### src/rtl/qdd_pkg.sv
// ----------------------------------------------------------------------------
// qdd_pkg
// Shared types, constants and lookup functions for the quadrature decoder
// with button debounce.
// ----------------------------------------------------------------------------
package qdd_pkg;

   localparam int REQ_DATA_W = 40;   // 35 payload bits padded to whole bytes
   localparam int RSP_DATA_W = 8;    // 4 payload bits padded to whole bytes
   localparam int CSR_IDX_W  = 2;
   localparam int CSR_DATA_W = 8;

   localparam logic [CSR_IDX_W-1:0] CSR_SENSITIVITY = 2'd0;
   localparam logic [CSR_IDX_W-1:0] CSR_INVERT_DIR  = 2'd1;
   localparam logic [CSR_IDX_W-1:0] CSR_QUAD_TMO    = 2'd2;
   localparam logic [CSR_IDX_W-1:0] CSR_DEBOUNCE    = 2'd3;

   localparam logic [7:0] QUAD_TMO_RESET = 8'd80;
   localparam logic [7:0] DEBOUNCE_RESET = 8'd20;

   localparam logic [7:0] SENS_TH1 = 8'd13;
   localparam logic [7:0] SENS_TH2 = 8'd9;
   localparam logic [7:0] SENS_TH3 = 8'd5;

   typedef enum logic [1:0] {
      STEP_NONE = 2'd0,
      STEP_POS  = 2'd1,
      STEP_NEG  = 2'd2
   } step_type;

   // delta for transition {prev[1:0], cur[1:0]}; double-bit changes count 0
   function automatic logic signed [1:0] trans_delta(input logic [3:0] idx);
      logic signed [1:0] d;
      case (idx)
         4'd1, 4'd7, 4'd8, 4'd14: d = -2'sd1;
         4'd2, 4'd4, 4'd11, 4'd13: d = 2'sd1;
         default: d = 2'sd0;
      endcase
      return d;
   endfunction

   function automatic logic [2:0] threshold_of(input logic [7:0] s);
      logic [2:0] th;
      if (s >= SENS_TH1) th = 3'd1;
      else if (s >= SENS_TH2) th = 3'd2;
      else if (s >= SENS_TH3) th = 3'd3;
      else th = 3'd4;
      return th;
   endfunction

endpackage

### src/rtl/quadrature_decoder_with_debounce.sv
// ----------------------------------------------------------------------------
// quadrature_decoder_with_debounce
// Turns timestamped encoder phase and button samples into step and
// debounced button events, one result per sample.
// ----------------------------------------------------------------------------
//  channel   dir  fields (low bit up)
//  req_*     in   time_ms[31:0] phase_a[32] phase_b[33] button_raw[34]
//  rsp_*     out  step[1:0] press_event[2] button_level[3]
//  csr_*     in   0 sensitivity, 1 direction invert, 2 quad_timeout_ms,
//                 3 debounce_ms
//
//  One sample accepted per clock; its result is registered and shows in
//  the next cycle. Decoder and debounce state update in the accepting
//  cycle, so the next sample may follow at once. A sample is accepted
//  while the result register is empty or being drained. Synchronous reset
//  loads the register defaults and clears all state but the result fields.
// ----------------------------------------------------------------------------
module quadrature_decoder_with_debounce (
   input  logic                          clock,
   input  logic                          reset,
   input  logic                          req_tvalid,
   output logic                          req_tready,
   // time_ms[31:0], phase_a[32], phase_b[33], button_raw[34], zero pad
   input  logic [qdd_pkg::REQ_DATA_W-1:0] req_tdata,
   output logic                          rsp_tvalid,
   input  logic                          rsp_tready,
   // step[1:0], press_event[2], button_level[3], zero pad
   output logic [qdd_pkg::RSP_DATA_W-1:0] rsp_tdata,
   input  logic                          csr_we,
   input  logic [qdd_pkg::CSR_IDX_W-1:0]  csr_index,
   input  logic [qdd_pkg::CSR_DATA_W-1:0] csr_wdata
);
   import qdd_pkg::*;

   // configuration
   logic [7:0]        sens_ff;
   logic              invert_ff;
   logic [7:0]        qtmo_ff;
   logic [7:0]        dbnc_ff;

   // decoder / debounce state
   logic [1:0]        prev_ph_ff, prev_ph_in;
   logic signed [3:0] accum_ff, accum_in;
   logic [31:0]       edge_t_ff, edge_t_in;
   logic              raw_btn_ff, raw_btn_in;
   logic              stable_ff, stable_in;
   logic [31:0]       chg_t_ff, chg_t_in;

   // result register
   logic              rsp_valid_ff, rsp_valid_in;
   step_type          step_ff, step_in;
   logic              press_ff, press_in;
   logic              level_ff;

   logic              accept;
   logic [31:0]       now;
   logic [1:0]        cur;
   logic              btn;
   logic signed [1:0] delta;
   logic signed [3:0] th_s;
   logic signed [3:0] base;
   logic signed [3:0] sum;
   logic [31:0]       q_elapsed;
   logic [31:0]       b_elapsed;
   logic              q_timeout;
   logic              dir_pos, dir_neg;

   assign req_tready = !rsp_valid_ff || rsp_tready;
   assign accept     = req_tvalid && req_tready;

   assign now = req_tdata[31:0];
   assign cur = {req_tdata[32], req_tdata[33]};
   assign btn = req_tdata[34];

   assign delta     = trans_delta({prev_ph_ff, cur});
   assign th_s      = $signed({1'b0, threshold_of(sens_ff)});
   assign q_elapsed = now - edge_t_ff;
   assign q_timeout = q_elapsed > {24'd0, qtmo_ff};
   assign base      = q_timeout ? 4'sd0 : accum_ff;
   assign sum       = base + 4'(delta);

   always_comb begin
      prev_ph_in = prev_ph_ff;
      edge_t_in  = edge_t_ff;
      accum_in   = accum_ff;
      dir_pos    = 1'b0;
      dir_neg    = 1'b0;
      if (cur != prev_ph_ff) begin
         prev_ph_in = cur;
         edge_t_in  = now;
         accum_in   = base;
         if (delta != 2'sd0) begin
            if (sum >= th_s) begin
               accum_in = 4'sd0;
               dir_pos  = 1'b1;
            end else if (sum <= -th_s) begin
               accum_in = 4'sd0;
               dir_neg  = 1'b1;
            end else begin
               accum_in = sum;
            end
         end
      end else if (accum_ff != 4'sd0 && q_timeout) begin
         accum_in = 4'sd0;
      end
   end

   always_comb begin
      if (dir_pos != invert_ff && (dir_pos || dir_neg)) step_in = STEP_POS;
      else if (dir_pos || dir_neg) step_in = STEP_NEG;
      else step_in = STEP_NONE;
   end

   // debounce: a raw change restarts the stable-time window
   assign raw_btn_in = btn;
   assign chg_t_in   = (btn != raw_btn_ff) ? now : chg_t_ff;
   assign b_elapsed  = now - chg_t_in;

   always_comb begin
      stable_in = stable_ff;
      press_in  = 1'b0;
      if (b_elapsed >= {24'd0, dbnc_ff} && stable_ff != raw_btn_in) begin
         stable_in = raw_btn_in;
         press_in  = raw_btn_in;
      end
   end

   assign rsp_valid_in = accept || (rsp_valid_ff && !rsp_tready);

   always_ff @(posedge clock) begin
      if (reset) begin
         sens_ff      <= 8'd0;
         invert_ff    <= 1'b0;
         qtmo_ff      <= QUAD_TMO_RESET;
         dbnc_ff      <= DEBOUNCE_RESET;
         prev_ph_ff   <= 2'd0;
         accum_ff     <= 4'sd0;
         edge_t_ff    <= 32'd0;
         raw_btn_ff   <= 1'b0;
         stable_ff    <= 1'b0;
         chg_t_ff     <= 32'd0;
         rsp_valid_ff <= 1'b0;
      end else begin
         rsp_valid_ff <= rsp_valid_in;
         if (csr_we) begin
            case (csr_index)
               CSR_SENSITIVITY: sens_ff   <= csr_wdata;
               CSR_INVERT_DIR:  invert_ff <= csr_wdata[0];
               CSR_QUAD_TMO:    qtmo_ff   <= csr_wdata;
               CSR_DEBOUNCE:    dbnc_ff   <= csr_wdata;
               default: ;
            endcase
         end
         if (accept) begin
            prev_ph_ff <= prev_ph_in;
            accum_ff   <= accum_in;
            edge_t_ff  <= edge_t_in;
            raw_btn_ff <= raw_btn_in;
            stable_ff  <= stable_in;
            chg_t_ff   <= chg_t_in;
         end
      end
   end

   always_ff @(posedge clock) begin
      if (accept) begin
         step_ff  <= step_in;
         press_ff <= press_in;
         level_ff <= stable_in;
      end
   end

   assign rsp_tvalid = rsp_valid_ff;
   assign rsp_tdata  = {4'd0, level_ff, press_ff, step_ff};

   // ---------------------------------------------------------------------
   ap_accum_range: assert property (@(posedge clock) disable iff (reset)
      (accum_ff >= -4'sd4) && (accum_ff <= 4'sd4))
      else $error("step accumulator out of range");

   ap_press_level: assert property (@(posedge clock) disable iff (reset)
      (rsp_tvalid && rsp_tdata[2]) |-> rsp_tdata[3])
      else $error("press event without pressed level");

   ap_step_code: assert property (@(posedge clock) disable iff (reset)
      rsp_tvalid |-> (rsp_tdata[1:0] != 2'd3))
      else $error("illegal step code");

   ap_accept_result: assert property (@(posedge clock) disable iff (reset)
      accept |=> rsp_tvalid)
      else $error("accepted request produced no result");

   ap_press_edge: assert property (@(posedge clock) disable iff (reset)
      (accept && press_in) |-> !stable_ff)
      else $error("press flagged while already pressed");

endmodule

### config.mk
export PLATFORM = sky130hd
export DESIGN_NAME = quadrature_decoder_with_debounce
export DESIGN_NICKNAME = d
export VERILOG_FILES = /design/src/rtl/qdd_pkg.sv /design/src/rtl/quadrature_decoder_with_debounce.sv
export SDC_FILE = /design/constraint.sdc
export NUM_CORES = 1
export LEC_CHECK = 0
export BUFFER_PORTS_ARGS = -buffer_cell sky130_fd_sc_hd__buf_2
export CORE_MARGIN = 2
export CORE_UTILIZATION = 45
export DETAILED_ROUTE_END_ITERATION = 16
export GPL_TIMING_DRIVEN = 0
export HOLD_SLACK_MARGIN = 0.12
export PLACE_DENSITY = 0.76
export SYNTH_ARGS = -nofsm -noshare
export SYNTH_HDL_FRONTEND = slang
export SYNTH_SLANG_ARGS = --single-unit
### constraint.sdc
create_clock -name clock -period 9.1 [get_ports clock]
set_input_delay 2.275 -clock clock [delete_from_list [all_inputs] [get_ports clock]]
set_output_delay 2.275 -clock clock [all_outputs]
set_load 0.05 [all_outputs]
==> metrics.csv <==
stage,metric,value,unit
outcome,status,completed,
synthesis,post-synth cell types,77,
synthesis,Synth Register Bits,102,
timing,"Min Clock Period, post-route",8.69,ns
clock_tree,root buffer cell,clkbuf_16,
floorplan,Core Region,19500,µm²
clock_tree,"Clk Latency, worst-skew pair",0.37,ns
global_routing,vias in the first global route,8541,
power,combinational share of power,42.7,%
synthesis,Ys Warns,0,
worst_setup_path,Worst EP required,9.30,ns
worst_setup_path,dominant delay contributor by cell family on the critical path,simple AND/OR/NAND/NOR gates,
finish,Ant. Diodes,0,
synthesis,"EDFF count, synth",4,
floorplan,Die X,145,µm
finish,Final nets,1455,
timing,RSZ-0062 raised after global routing,false,
power,Clock power frac,25.7,%
power,sequential power share,31.6,%
finish,"commonest cells after routing, fill and taps aside","nand2_1 (202), a21oi_1 (141), nor2_1 (100), dfxtp_1 (98), ha_1 (88)",
clock_tree,CTS tree,yes,
worst_setup_path,slowest cell delay on critical path,0.50,ns
synthesis,ranking of synthesized cells by area,"dfxtp_1 (22%), ha_1 (13%), nand2_1 (8.4%), a21oi_1 (8.0%), mux2i_1 (4.7%)",
timing,Pins Over Slew Limit,0,
worst_setup_path,CP Buf/Inv Count,3,
synthesis,share of the synthesized area in the top cell type,21.8,%
drt,drt first-iter violations,773,
worst_setup_path,arrival time at the worst endpoint,8.89,ns
timing,Clock Skew,0.00916,ns
timing,maximum achievable frequency,115,MHz
finish,fraction of layout cells with a size suffix above 1,9.69,%
synthesis,syn avg cell area,7.29,µm²
global_routing,GRT Total Usage,23.8,%
place,GP Congestion,0.957,
drt,DRT antenna net count,0,
drt,Post-Route WL,25300,µm
worst_setup_path,CP max stage cell,or4b_4,
synthesis,ys flop type,dfxtp_1,
clock_tree,clock-pin transition on the worst setup and hold timing paths,0.08,ns
worst_setup_path,CP Launch Type,input port,
drt,First-pass DRT Iterations,5,
floorplan,Die H,145,µm
drt,Via density,5.80,
clock_tree,TritonCTS buffer count,9,
worst_setup_path,CP Capture Type,register,
global_routing,largest net degree at the start of global routing,21,
power,Pleak,4.10,nW
run,Max Cap Viol,0,
synthesis,asr flop ratio synth,0,%
power,Cell Int Power,0.928,mW
worst_setup_path,Crit path top cell by count,ha_1,
synthesis,synthesized cell area,9000,µm²
finish,Finished Layout Cells,1576,
timing,Worst Max-Slew Pin Slew,0.800,ns
power,Tot Pwr,1.56,mW
timing,Slew HR,46.7,%
timing,"Hold Vio Cnt, Final",0,
clock_tree,Bufs on Longest Clock Path,2,
power,Net Sw Frac,40.4,%
synthesis,Post-Synthesis Cells,1234,
power,sw power,0.628,mW
drt,Routed WL per cell,16.0,µm
finish,register area,2080,µm²
timing,Final Cycle Share,95.5,%
clock_tree,clock sink count,102,
place,DPL Wire Length,19900,µm
worst_hold_path,hold crit path type,register to register,
finish,Area growth syn-to-layout,11.8,%
synthesis,sequential-to-total area share from yosys stat,23.1,%
power,Peak VDD IR,0.107,mV
finish,"most common cell after layout, fill and taps aside",nand2_1,
drt,via count,9141,
power,PwrDens,155,nW/µm²
floorplan,std cell rows,51,
worst_setup_path,crit path kind,input port to register,
timing,Final setup viols,0,
place,IO Port Bufs,54,
floorplan,Initial Util,46.1,%
floorplan,IO Count,65,
clock_tree,CTS HTree Levels,3,
finish,# fillers,1932,
floorplan,die area,21100,µm²
global_routing,total global routing overflow,0,
place,Placed Instances,1557,
global_routing,initial antenna violation count,0,
finish,fin util,51.5,%
finish,Multi-input gate area,6500,µm²
global_routing,first-pass GRT wire length,41600,µm
drt,DRC viols,0,
synthesis,cell taking the most area after synthesis,dfxtp_1,
worst_setup_path,"critical path fanouts, max",4,
==> Yosys cell counts (5+ instances only) <==
master,number
or2_2,7
and3_1,8
xor2_1,11
clkbuf_1,39
ha_1,91
o21a_1,11
nand3_1,22
a21o_1,16
nand4_1,22
nand3b_1,6
a21oi_1,144
nor3_1,12
o221ai_1,5
o21ai_0,62
buf_4,6
nand2_1,202
o21bai_1,7
nor2_1,100
buf_2,5
mux2_2,7
xnor2_1,22
nor4_1,11
a31oi_1,13
a211oi_1,35
inv_1,83
o211ai_1,8
mux2i_1,42
a211o_1,5
or3_1,7
nand2b_1,18
dfxtp_1,98
buf_1,5
nor2b_1,7
o22ai_1,10
a21boi_0,8
o2111ai_1,5
==> power groups by stage <==
stage | combinational (mW) | clock [mW] | sequential (mW)
floorplan | 0.476 | 0 | 0.504
global placement | 0.624 | 0 | 0.501
detailed placement | 0.634 | 0 | 0.502
CTS | 0.645 | 0.404 | 0.492
global route | 0.743 | 0.418 | 0.495
finish | 0.665 | 0.400 | 0.492
==> sequential cells by signal (all words and copies together) (netlist names) <==
register and count:
chg_t_ff 32, edge_t_ff 32, dbnc_ff 8, qtmo_ff 8
sens_ff 8, accum_ff 4, prev_ph_ff 2, step_ff 2
invert_ff 1, level_ff 1, press_ff 1, raw_btn_ff 1
rsp_tvalid 1, stable_ff 1
==> final timing paths <==
kind,startpoint,endpoint,slack [ns],cells past startpoint
worst max-delay path,req_tdata[0],step_ff[1]$_SDFFCE_PP0P_,0.41,32
worst min-delay path,edge_t_ff[29]$_SDFFE_PP0P_,edge_t_ff[29]$_SDFFE_PP0P_,0.46,2
worst max register to register,edge_t_ff[1]$_SDFFE_PP0P_,step_ff[1]$_SDFFCE_PP0P_,2.11,33
worst min register to register,edge_t_ff[29]$_SDFFE_PP0P_,edge_t_ff[29]$_SDFFE_PP0P_,0.46,2
==> worst register-to-register path: cells and delay by family (launching register included) <==
| kind | cells | cell delay, ns |
|---|---|---|
| adders and majority gates | 4 | 1.02 |
| buffers and inverters | 2 | 0.23 |
| muxes | 1 | 0.32 |
| xor gates and xnor gates | 2 | 0.29 |
| AOI/OAI and AO/OA | 14 | 2.12 |
| and+or+nand+nor | 10 | 2.44 |
| DFF | 1 | 0.38 |
==> logic make-up after synthesis <==
family | count (synthesis) | share of synthesized area, %
compound gates | 365 | 25.3
flops | 102 | 23.1
mux | 50 | 5.80
other cells | 1 | 0.0417
simple gates | 450 | 23.1
fa+ha+maj | 94 | 13.3
buf+inv | 139 | 6.13
xor+xnor | 33 | 3.21
==> final cells by class <==
| type | count | share of cell area [%] |
|---|---|---|
| plain buffers | 56 | 2.40 |
| clock buffers | 9 | 2.24 |
| clock inverters | 7 | 0.783 |
| inverters | 83 | 3.10 |
| multi-input cells | 997 | 64.6 |
| flip-flops and latches | 102 | 20.7 |
| well taps | 265 | 3.30 |
| repair buffers | 57 | 2.91 |
==> stage by stage <==
step           worst slack (ns)  cell area, µm²  hold slack [ns]  TNS, ns
2_1_floorplan             0.405            9010            0.434        0
3_3_place_gp             -0.870            9620            0.441    -4.74
3_5_place_dp             -0.960            9620            0.446    -5.14
4_1_cts                 0.00260            9980            0.457        0
5_1_grt                  0.0407           10100            0.478        0
6_report                  0.410           10100            0.456        0
==> what timing repair did <==
item / CTS / global route
pin swaps: 2 / 5
endpoints found under the setup margin: 6 / 9
buffers inserted: 2 / 1
resized for setup: 7 / 16
hold buffers: 0 / 0
==> layer usage <==
layer  vias to the layer above  global-route usage, %  part of all wire (%)
met3                        54                   2.73                   5.5
met2                       286                   38.3                    45
li1                       4568                      -                     -
met4                         0                   10.1                   3.3
met5                         -                      0                     0
met1                      4233                   32.4                    46
Note: power is estimated with default switching activity, not from simulation.
